### src/rtl/core/rmvd_pkg.sv
// ============================================================================
// rmvd_pkg: shared definitions for the RSSI moving variance detector
// Field widths, register codes, reset values, result codes and the command
// and status bundles that pass between the controller and the datapath.
// ============================================================================
package rmvd_pkg;

  localparam int RSSI_W     = 8;
  localparam int LEVEL_W    = 24;
  localparam int WIN_W      = 9;
  localparam int THR_W      = 16;
  localparam int CFG_IDX_W  = 3;
  localparam int CFG_DATA_W = 16;

  localparam int RING_DEPTH_DEF  = 256;
  localparam int SAMPLE_BITS_DEF = 8;

  localparam logic [LEVEL_W-1:0] LEVEL_MAX = '1;

  localparam logic [WIN_W-1:0]         SAMPLE_WIN_RST = 9'd256;
  localparam logic [WIN_W-1:0]         AVG_WIN_RST    = 9'd64;
  localparam logic [WIN_W-1:0]         INTEG_WIN_RST  = 9'd3;
  localparam logic [THR_W-1:0]         THRESHOLD_RST  = 16'd3;
  localparam logic signed [RSSI_W-1:0] MIN_RSSI_RST   = -8'sd100;

  typedef enum logic [1:0] {
    STAT_VALID = 2'd0,
    STAT_BOOT  = 2'd1,
    STAT_LOW   = 2'd2
  } status_t;

  typedef enum logic [CFG_IDX_W-1:0] {
    CFG_SAMPLE_WIN = 3'd0,
    CFG_AVG_WIN    = 3'd1,
    CFG_INTEG_WIN  = 3'd2,
    CFG_THRESHOLD  = 3'd3,
    CFG_AR_EN      = 3'd4,
    CFG_ALARM_EN   = 3'd5,
    CFG_MIN_RSSI   = 3'd6
  } cfg_idx_t;

  typedef struct packed {
    logic    clear_step;
    logic    load;
    logic    sample_store;
    logic    loop_start;
    logic    loop_step;
    logic    loop_sel;
    logic    div_start;
    logic    dev_calc;
    logic    square;
    logic    dev_store;
    logic    filter;
    logic    res_load;
    status_t res_code;
  } rmvd_cmd_t;

  typedef struct packed {
    logic clear_last;
    logic too_low;
    logic filled;
    logic loop_done;
    logic div_busy;
    logic out_full;
  } rmvd_stat_t;

endpackage

### src/rtl/core/rmvd_ctrl.sv
// ============================================================================
// rmvd_ctrl: sequencing state machine of the detector
// Runs the clearing pass after reset, then walks each sample through check,
// store, mean, divide, square, sum and filter; low or booting ones end early.
// ============================================================================
module rmvd_ctrl (
  input  logic                 clk,
  input  logic                 rst,
  input  logic                 in_valid,
  output logic                 in_ready,
  input  rmvd_pkg::rmvd_stat_t stat,
  output rmvd_pkg::rmvd_cmd_t  cmd
);

  typedef enum logic [3:0] {
    S_CLEAR,
    S_IDLE,
    S_CHECK,
    S_STORE,
    S_FILL,
    S_MEAN_GO,
    S_MEAN,
    S_DIV_GO,
    S_DIV,
    S_DEV,
    S_SQUARE,
    S_DEV_STORE,
    S_SUM_GO,
    S_SUM,
    S_FILTER,
    S_DONE
  } state_t;

  state_t            state;
  rmvd_pkg::status_t res_code;

  always_ff @(posedge clk) begin
    if (rst) begin
      state    <= S_CLEAR;
      res_code <= rmvd_pkg::STAT_VALID;
    end else begin
      case (state)
        S_CLEAR:     if (stat.clear_last) state <= S_IDLE;
        S_IDLE:      if (in_valid) state <= S_CHECK;
        S_CHECK: begin
          if (stat.too_low) begin
            res_code <= rmvd_pkg::STAT_LOW;
            state    <= S_DONE;
          end else begin
            state <= S_STORE;
          end
        end
        S_STORE:     state <= S_FILL;
        S_FILL: begin
          if (!stat.filled) begin
            res_code <= rmvd_pkg::STAT_BOOT;
            state    <= S_DONE;
          end else begin
            state <= S_MEAN_GO;
          end
        end
        S_MEAN_GO:   state <= S_MEAN;
        S_MEAN:      if (stat.loop_done) state <= S_DIV_GO;
        S_DIV_GO:    state <= S_DIV;
        S_DIV:       if (!stat.div_busy) state <= S_DEV;
        S_DEV:       state <= S_SQUARE;
        S_SQUARE:    state <= S_DEV_STORE;
        S_DEV_STORE: state <= S_SUM_GO;
        S_SUM_GO:    state <= S_SUM;
        S_SUM:       if (stat.loop_done) state <= S_FILTER;
        S_FILTER: begin
          res_code <= rmvd_pkg::STAT_VALID;
          state    <= S_DONE;
        end
        S_DONE:      if (!stat.out_full) state <= S_IDLE;
        default:     state <= S_CLEAR;
      endcase
    end
  end

  assign in_ready = (state == S_IDLE);

  always_comb begin
    cmd              = '0;
    cmd.res_code     = res_code;
    cmd.clear_step   = (state == S_CLEAR);
    cmd.load         = (state == S_IDLE) && in_valid;
    cmd.sample_store = (state == S_STORE);
    cmd.loop_start   = (state == S_MEAN_GO) || (state == S_SUM_GO);
    cmd.loop_step    = (state == S_MEAN) || (state == S_SUM);
    cmd.loop_sel     = (state == S_SUM_GO) || (state == S_SUM);
    cmd.div_start    = (state == S_DIV_GO);
    cmd.dev_calc     = (state == S_DEV);
    cmd.square       = (state == S_SQUARE);
    cmd.dev_store    = (state == S_DEV_STORE);
    cmd.filter       = (state == S_FILTER);
    cmd.res_load     = (state == S_DONE) && !stat.out_full;
  end

endmodule

### config.mk
export PLATFORM = sky130hd
export DESIGN_NAME = rmvd_ctrl
export DESIGN_NICKNAME = d
export VERILOG_FILES = /design/src/rtl/core/rmvd_pkg.sv /design/src/rtl/core/rmvd_ctrl.sv
export SDC_FILE = /design/constraint.sdc
export NUM_CORES = 1
export LEC_CHECK = 0
export ABC_AREA = 1
export BUFFER_PORTS_ARGS = -buffer_cell sky130_fd_sc_hd__buf_2
export CORE_MARGIN = 10
export CORE_UTILIZATION = 35
export CTS_CLUSTER_DIAMETER = 60
export DETAILED_ROUTE_END_ITERATION = 6
export HOLD_SLACK_MARGIN = 0.05
export PLACE_DENSITY = 0.6
export SLEW_MARGIN = 20
export SYNTH_ARGS = -nofsm -noshare
export SYNTH_HDL_FRONTEND = slang
export SYNTH_SLANG_ARGS = --single-unit
### constraint.sdc
create_clock -name clk -period 1.5 [get_ports clk]
set_input_delay 0.3 -clock clk [delete_from_list [all_inputs] [get_ports clk]]
set_output_delay 0.3 -clock clk [all_outputs]
set_load 0.02 [all_outputs]
---- Yosys cells after proc, flatten, opt, wreduce, memory -nomap -nowiden ----
Cells that the tools add are included.
storage, ports and cells
  flip-flop bits (word level) ............. 6
  input bits .............................. 9
  output and inout bits ................... 15
  word-level logic and storage cells ...... 47
operators by class
  equal/unequal tests ..................... 23
  muxes and demuxes ....................... 12
  reduce and logical (&&, ||, !) cells .... 10
operators by type and width
  cell                  count
  $pmux W4 S16          1
  $eq A4 B4 Y1 const B  8
  $mux W4               8
  $eq A4 B3 Y1 const B  4
  $ne A2 B2 Y1 const B  8
  $eq A4 B2 Y1 const B  2
  $pmux W2 S3           1
  $reduce_and A6 Y1     1
  $eq A4 B1 Y1 const B  1
  $logic_not A4 Y1      1
  $mux W2               2
  $logic_or A1 B1 Y1    3
  $reduce_and A3 Y1     1
  $reduce_bool A3 Y1    1
  $logic_and A1 B1 Y1   2
  $logic_not A1 Y1      1

---- Logic depth before layout (Yosys ltp) ----
Gate-level depths: netlist (run 1).
  depth in word-level cells ............... 3
  mapped depth ............................ 9
  gate-level depth less buffers ........... 8

---- Worst setup path after synthesis (run 1) ----
OpenSTA, ideal clock, no wires.
  path type ............................... register to output
  from .................................... register state[1]
  to ...................................... output cmd[12] (netlist name)
  arrival time ............................ 1.098 ns
  required time ........................... 1.200 ns
  setup slack ............................. 0.102 ns
  cell stages (with the launch flop) ...... 5
  buffers on the path ..................... 1
  cells stage by stage .................... dfxtp_1 buf_6 inv_2 nand2_1 nor3_1
RTL lines
  item                      RTL line         RTL
  start: declaration        rmvd_ctrl.sv:34  state_t state;
  start signal: assignment  rmvd_ctrl.sv:39  state <= S_CLEAR;
  start signal: assignment  rmvd_ctrl.sv:43  S_CLEAR: if (stat.clear_last) state <= S_IDLE;
  start signal: assignment  rmvd_ctrl.sv:44  S_IDLE: if (in_valid) state <= S_CHECK;
  end: declaration          rmvd_ctrl.sv:12  output rmvd_pkg::rmvd_cmd_t cmd

==> flow_summary_export.csv, run 1 <==
group,metric,value,unit
route,firstDrtPassIters,4,
power,ir_drop,0.791,mV
final_layout,seq_area,135,sq um
synthesis,synthAdderAreaFrac,0,
synthesis,ys_warn_count,0,
floorplan,core.rowCount,13,
final_layout,synthToLayoutAreaGrowth,50.4,%
timing,worst_hold_slack,0.280,ns
final_layout,num_antenna_cells,0,
timing,slew_headroom,0.868,
route,drt_iter0_drc,11,
critical_path,rr_worst_depth,7,
placement,preCtsSetupSlack,0.145,ns
timing,finalHoldViolations,0,
timing,skew,0.00450,ns
hold_path,hp-class,"primary input to register",
route,postRouteAntennaNets,0,
final_layout,nNetsFinal,129,
floorplan,initial_core_util,0.383,
timing,fmax,0.683,GHz
critical_path,path_delay_family,"flip-flops",
critical_path,critPathBufInv,2,
power,powerDensity,1790,nW/um^2
run_status,status,"finished clean",
power,leakagePower,0.464,nW
timing,post-route-period-util,0.976,
timing,period_minus_slack,1.46,ns
timing,fin_ws,0.0359,ns
route,routed_wl,1660,microns
route,wl_met1,733,microns
cts,ctsHoldBuffers,0,
global_route,grt_util_all_layers,0.0885,
route,top_layer,"met3",
placement,io_buffers,23,
synthesis,yosysUniqueCellTypes,17,
global_route,gr-total-overflow,0,
placement,hpwl,1240,microns
cts,cts.path.max_buffers,2,
hold_path,whs_path_depth,2,
final_layout,finalInstanceArea,777,sq um
cts,cts_tree,"yes",
final_layout,multi_input_area,372,sq um
critical_path,start_kind,"register",
critical_path,cpPeakStageDelay,0.37,ns
critical_path,crit_type,"register to output port",
timing,slew_violations,0,
route,wl_met3,112,microns
cts,worstSkewPairLatency,0.24,ns
synthesis,avgSynthCellArea,5.74,sq um
global_route,grt_pass1_wl,2500,microns
timing,grt_setup_unrepaired,"true",
floorplan,die_h,58.4,microns
floorplan,die_area,3410,sq um
synthesis,syn_inst,90,
global_route,antenna_found_initial,0,
timing,worstMarginPinSlew,0.197,ns
synthesis,synth-seq-cells,6,
synthesis,yosysTopAreaCellShare,0.232,
placement,gp_congestion,0.793,
final_layout,final_common_cell,"buf_2",
cts,ctsHtreeMaxLevel,1,
route,via_count,647,
critical_path,slowest_stage,"dfxtp_4",
synthesis,yosys.area_share.simple,0.472,
critical_path,critical_path.cell_chain,"inv_2 > nand2_2 > o22ai_2 > buf_4",
timing,finalSetupViolCount,0,
cts,cts_root_buf,"clkbuf_4",
cts,numCtsBuffers,3,
final_layout,fin_util,0.576,
synthesis,synth_area,517,sq um
floorplan,coreArea,1350,sq um
synthesis,synthTopCellsByArea,"dfxtp_1 (23%), nand2_1 (14%), inv_1 (12%)",
route,drt-wirelength-per-cell,12.4,microns
synthesis,synth_top_family_by_area,"simple AND/OR/NAND/NOR gates",
cts,clock_sinks,6,
cts,clk_pin_slew,0.05,ns
route,post_drt_via_cell_ratio,4.86,
placement,dp_cells,127,
critical_path,crit_path_end_kind,"output port",
synthesis,syn_nets,99,
floorplan,fp.dieW,58.4,microns
synthesis,muxShareOfSynthArea,0,
route,wl_met2,808,microns
synthesis,yosysTopAreaCell,"dfxtp_1",
critical_path,cp.required,1.20,ns
floorplan,pin_count,24,
run,drv_cap,0,
timing,tns,0,ns
synthesis,synth_seq_area_share,0.232,
global_route,grt_max_degree,10,
power,total_power,1.39,mW
critical_path,critPathMaxFanout,7,
route,drc,0,
final_layout,final_cell_mix,"buf_2 (17), nand2_1 (16), inv_1 (15)",
critical_path,worst-path-stages,4,
final_layout,final_cells,133,
global_route,grt_pass1_vias,595,
critical_path,crit_arrival,1.16,ns
synthesis,synth_compound_area_frac,0.136,
placement,placed_cell_area,639,sq um
synthesis,yosys.area_share.xor_xnor,0,
final_layout,drive_gt1_frac,0.458,
final_layout,num-fill-cells,139,
[cell type report]
cell class                 count  share of cell area
tap                           15              0.0242
inverter                      19              0.0918
timing repair buffer          26               0.203
clock buffer                   3              0.0290
sequential                     6               0.174
multi-input combinational     64               0.478
[power by group]
| part | internal (mW) | leakage (nW) | switching (mW) | total [mW] |
|---|---|---|---|---|
| clock network | 0.0903 | 0.0138 | 0.0556 | 0.146 |
| logic | 0.340 | 0.398 | 0.547 | 0.887 |
| registers | 0.236 | 0.0517 | 0.121 | 0.357 |
[per-layer routing]
metal  track usage  up-vias
met4        0.0101        0
li1              -      339
met3        0.0494        0
met1         0.107      291
met2         0.137       17
met5             0        -
[what timing repair did]
action                     CTS  global route
gates resized for setup      9            22
cloned                       0             0
pin swaps                    0             1
setup endpoints to repair   12            12
setup buffers                0             3
[path summary, 6_finish.rpt]
check	startpoint	end	slack [ns]
worst min register to register	res_code[0]$_SDFFE_PP0P_	res_code[0]$_SDFFE_PP0P_	0.45
worst max-delay path	state[1]$_SDFFE_PP0P_	cmd[10]	0.04
worst min-delay path	rst	state[1]$_SDFFE_PP0P_	0.28
worst max register to register	state[1]$_SDFFE_PP0P_	state[3]$_SDFFE_PP0P_	0.20
[worst register-to-register path, stage by stage (launching register included)]
cell and delay, ns:
dfxtp_4 0.40, dlymetal6s2s_1 0.21, nand3_1 0.15, nor2_4 0.13
nor2_1 0.06, nand2_1 0.06, nand3_1 0.07, a21oi_1 0.14
[flip-flops by register name, summed over array words and instances, names as in the netlist]
signal and count:
res_code 2, state 4
[logic make-up (layout without fill, tap and decap cells)]
group | count (synthesis) | count (layout)
buf+inv | 20 | 48
flops | 6 | 6
simple gates | 54 | 54
compound gates | 10 | 10
[cells in the mapped netlist]
cell type  count
buf_6          1
dfxtp_1        6
nor3_1         2
inv_2          2
nand3_1       11
o21bai_4       1
inv_1         17
o21ai_0        1
nand2_2        3
a21oi_1        4
a211oi_1       1
nor2_2         1
nand2_1       19
nor2_1        16
o22ai_1        2
nor2_4         2
a31oi_1        1
Power figures use the tool's default switching activity.
==> inputs of run 2 (changes only) <==
==> constraint.sdc (replaced) <==
create_clock -name clk -period 1.9 [get_ports clk]
set_input_delay 0.38 -clock clk [delete_from_list [all_inputs] [get_ports clk]]
set_output_delay 0.38 -clock clk [all_outputs]
set_load 0.02 [all_outputs]
==> flow_summary_export.csv, run 2 (synthesis results as in run 1) <==
group,metric,value,unit
final_layout,synthToLayoutAreaGrowth,28.1,%
timing,worstMarginPinSlew,0.288,ns
power,total_power,909,uW
power,leakagePower,0.404,nW
placement,preCtsSetupSlack,0.469,ns
timing,finalSetupViolCount,0,
final_layout,final_cells,130,
power,p_sw,487,uW
hold_path,hp-class,"primary input to register",
route,firstDrtPassIters,4,
floorplan,pin_count,24,
global_route,grt_max_degree,10,
placement,io_buffers,23,
timing,finalHoldViolations,0,
cts,clk_pin_slew,0.04,ns
cts,cts_tree,"yes",
power,ir_drop,0.471,mV
critical_path,worst-path-stages,5,
critical_path,critPathBufInv,3,
critical_path,crit_type,"register to output port",
final_layout,nNetsFinal,126,
critical_path,cpPeakStageDelay,0.48,ns
final_layout,largestRegisters,"state x4, res_code x2",
timing,period_minus_slack,1.70,ns
cts,numCtsBuffers,3,
final_layout,final_cell_mix,"buf_2 (23), nand2_1 (19), inv_1 (17)",
floorplan,coreArea,1350,sq um
power,powerDensity,1370,nW/um^2
global_route,gr-total-overflow,0,
final_layout,final_common_cell,"buf_2",
critical_path,critPathMaxFanout,9,
final_layout,fin_util,0.490,
route,drt_iter0_drc,9,
cts,ctsHoldBuffers,0,
final_layout,num_antenna_cells,0,
critical_path,critical_path.cell_chain,"nand2_1 > inv_1 > nand2_1 > inv_1 > buf_2",
route,postRouteAntennaNets,0,
placement,gp_congestion,0.790,
final_layout,largest_reg_flops,4,
timing,fmax,0.588,GHz
power,swShare,0.535,
power,intPower,422,uW
cts,clock_sinks,6,
floorplan,initial_core_util,0.383,
cts,cts_root_buf,"clkbuf_4",
hold_path,whs_path_depth,2,
cts,ctsHtreeMaxLevel,1,
critical_path,start_kind,"register",
power,seq_power_share,0.255,
final_layout,drive_gt1_frac,0.304,
route,via_count,609,
cts,cts_resized,0,
floorplan,fp.dieW,58.4,microns
run_status,status,"finished clean",
global_route,grt_util_all_layers,0.0942,
timing,fin_ws,0.199,ns
power,pwr-share-clk,0.133,
cts,post_cts_buffers,0,
global_route,grt_pass1_wl,2560,microns
critical_path,cp.required,1.52,ns
global_route,grt_pass1_vias,595,
timing,skew,0.000631,ns
critical_path,slowest_stage,"dfxtp_1",
final_layout,seq_area,120,sq um
route,drt-wirelength-per-cell,11.7,microns
placement,hpwl,1220,microns
cts,cts.path.max_buffers,2,
global_route,antenna_found_initial,0,
critical_path,crit_path_end_kind,"output port",
timing,grt_setup_unrepaired,"false",
timing,post-route-period-util,0.895,
timing,slew_headroom,0.808,
floorplan,die_h,58.4,microns
critical_path,path_delay_family,"flip-flops",
timing,slew_violations,0,
route,routed_wl,1530,microns
placement,dp_cells,127,
final_layout,num-fill-cells,158,
cts,worstSkewPairLatency,0.25,ns
critical_path,rr_worst_depth,7,
route,drc,0,
critical_path,crit_arrival,1.32,ns
floorplan,core.rowCount,13,
final_layout,regMostFlops,"state",
final_layout,multi_input_area,314,sq um
timing,tns,0,ns
floorplan,die_area,3410,sq um
route,post_drt_via_cell_ratio,4.68,
power,pwr-share-comb,0.612,
run,drv_cap,0,
-- run 2: cell count changes in the layout (fill, tap and decap cells not counted), moves of 3 or more --
cell     before  now
dfxtp_1       2    6
nand2_1      16   19
nor2_2        4    1
buf_2        17   23
nor2_1       11   16
dfxtp_4       4    0
buf_4         8    0
-- run 2: area by class of cell --
cell class                 count  area share
clock buffer                   3      0.0340
inverter                      19       0.108
multi-input combinational     64       0.474
sequential                     6       0.181
tap                           15      0.0284
timing repair buffer          23       0.174
-- run 2: worst paths after layout --
| path | start | endpoint | slack [ns] |
|---|---|---|---|
| max | state[1]$_SDFFE_PP0P_ | cmd[7] | 0.20 |
| min | rst | state[3]$_SDFFE_PP0P_ | 0.38 |
| max reg2reg | state[1]$_SDFFE_PP0P_ | state[1]$_SDFFE_PP0P_ | 0.52 |
| min reg2reg | res_code[0]$_SDFFE_PP0P_ | res_code[0]$_SDFFE_PP0P_ | 0.45 |
-- run 2: power groups by stage --
| stage | clock network [mW] | logic [mW] | registers, mW |
|---|---|---|---|
| 5_1_grt | 0.137 | 0.634 | 0.240 |
| 3_5_place_dp | 0 | 0.560 | 0.232 |
| 2_1_floorplan | 0 | 0.461 | 0.212 |
| 4_1_cts | 0.125 | 0.563 | 0.231 |
| 3_3_place_gp | 0 | 0.565 | 0.232 |
| 6_report | 0.121 | 0.556 | 0.232 |
-- run 2: through the flow --
| step | hold slack [ns] | area, sq um |
|---|---|---|
| 3_5_place_dp | 0.446 | 639 |
| 5_1_grt | 0.384 | 662 |
| 4_1_cts | 0.374 | 662 |
| 2_1_floorplan | 0.449 | 517 |
| 3_3_place_gp | 0.443 | 639 |
| 6_report | 0.382 | 662 |
-- run 2: routing by layer --
| metal | vias up | global-route usage | wire length [microns] |
|---|---|---|---|
| met5 | - | 0 | 0 |
| met4 | 0 | 0.0302 | 7 |
| met3 | 2 | 0.0644 | 159 |
| met2 | 15 | 0.150 | 720 |
| met1 | 263 | 0.0966 | 638 |
| li1 | 329 | - | - |
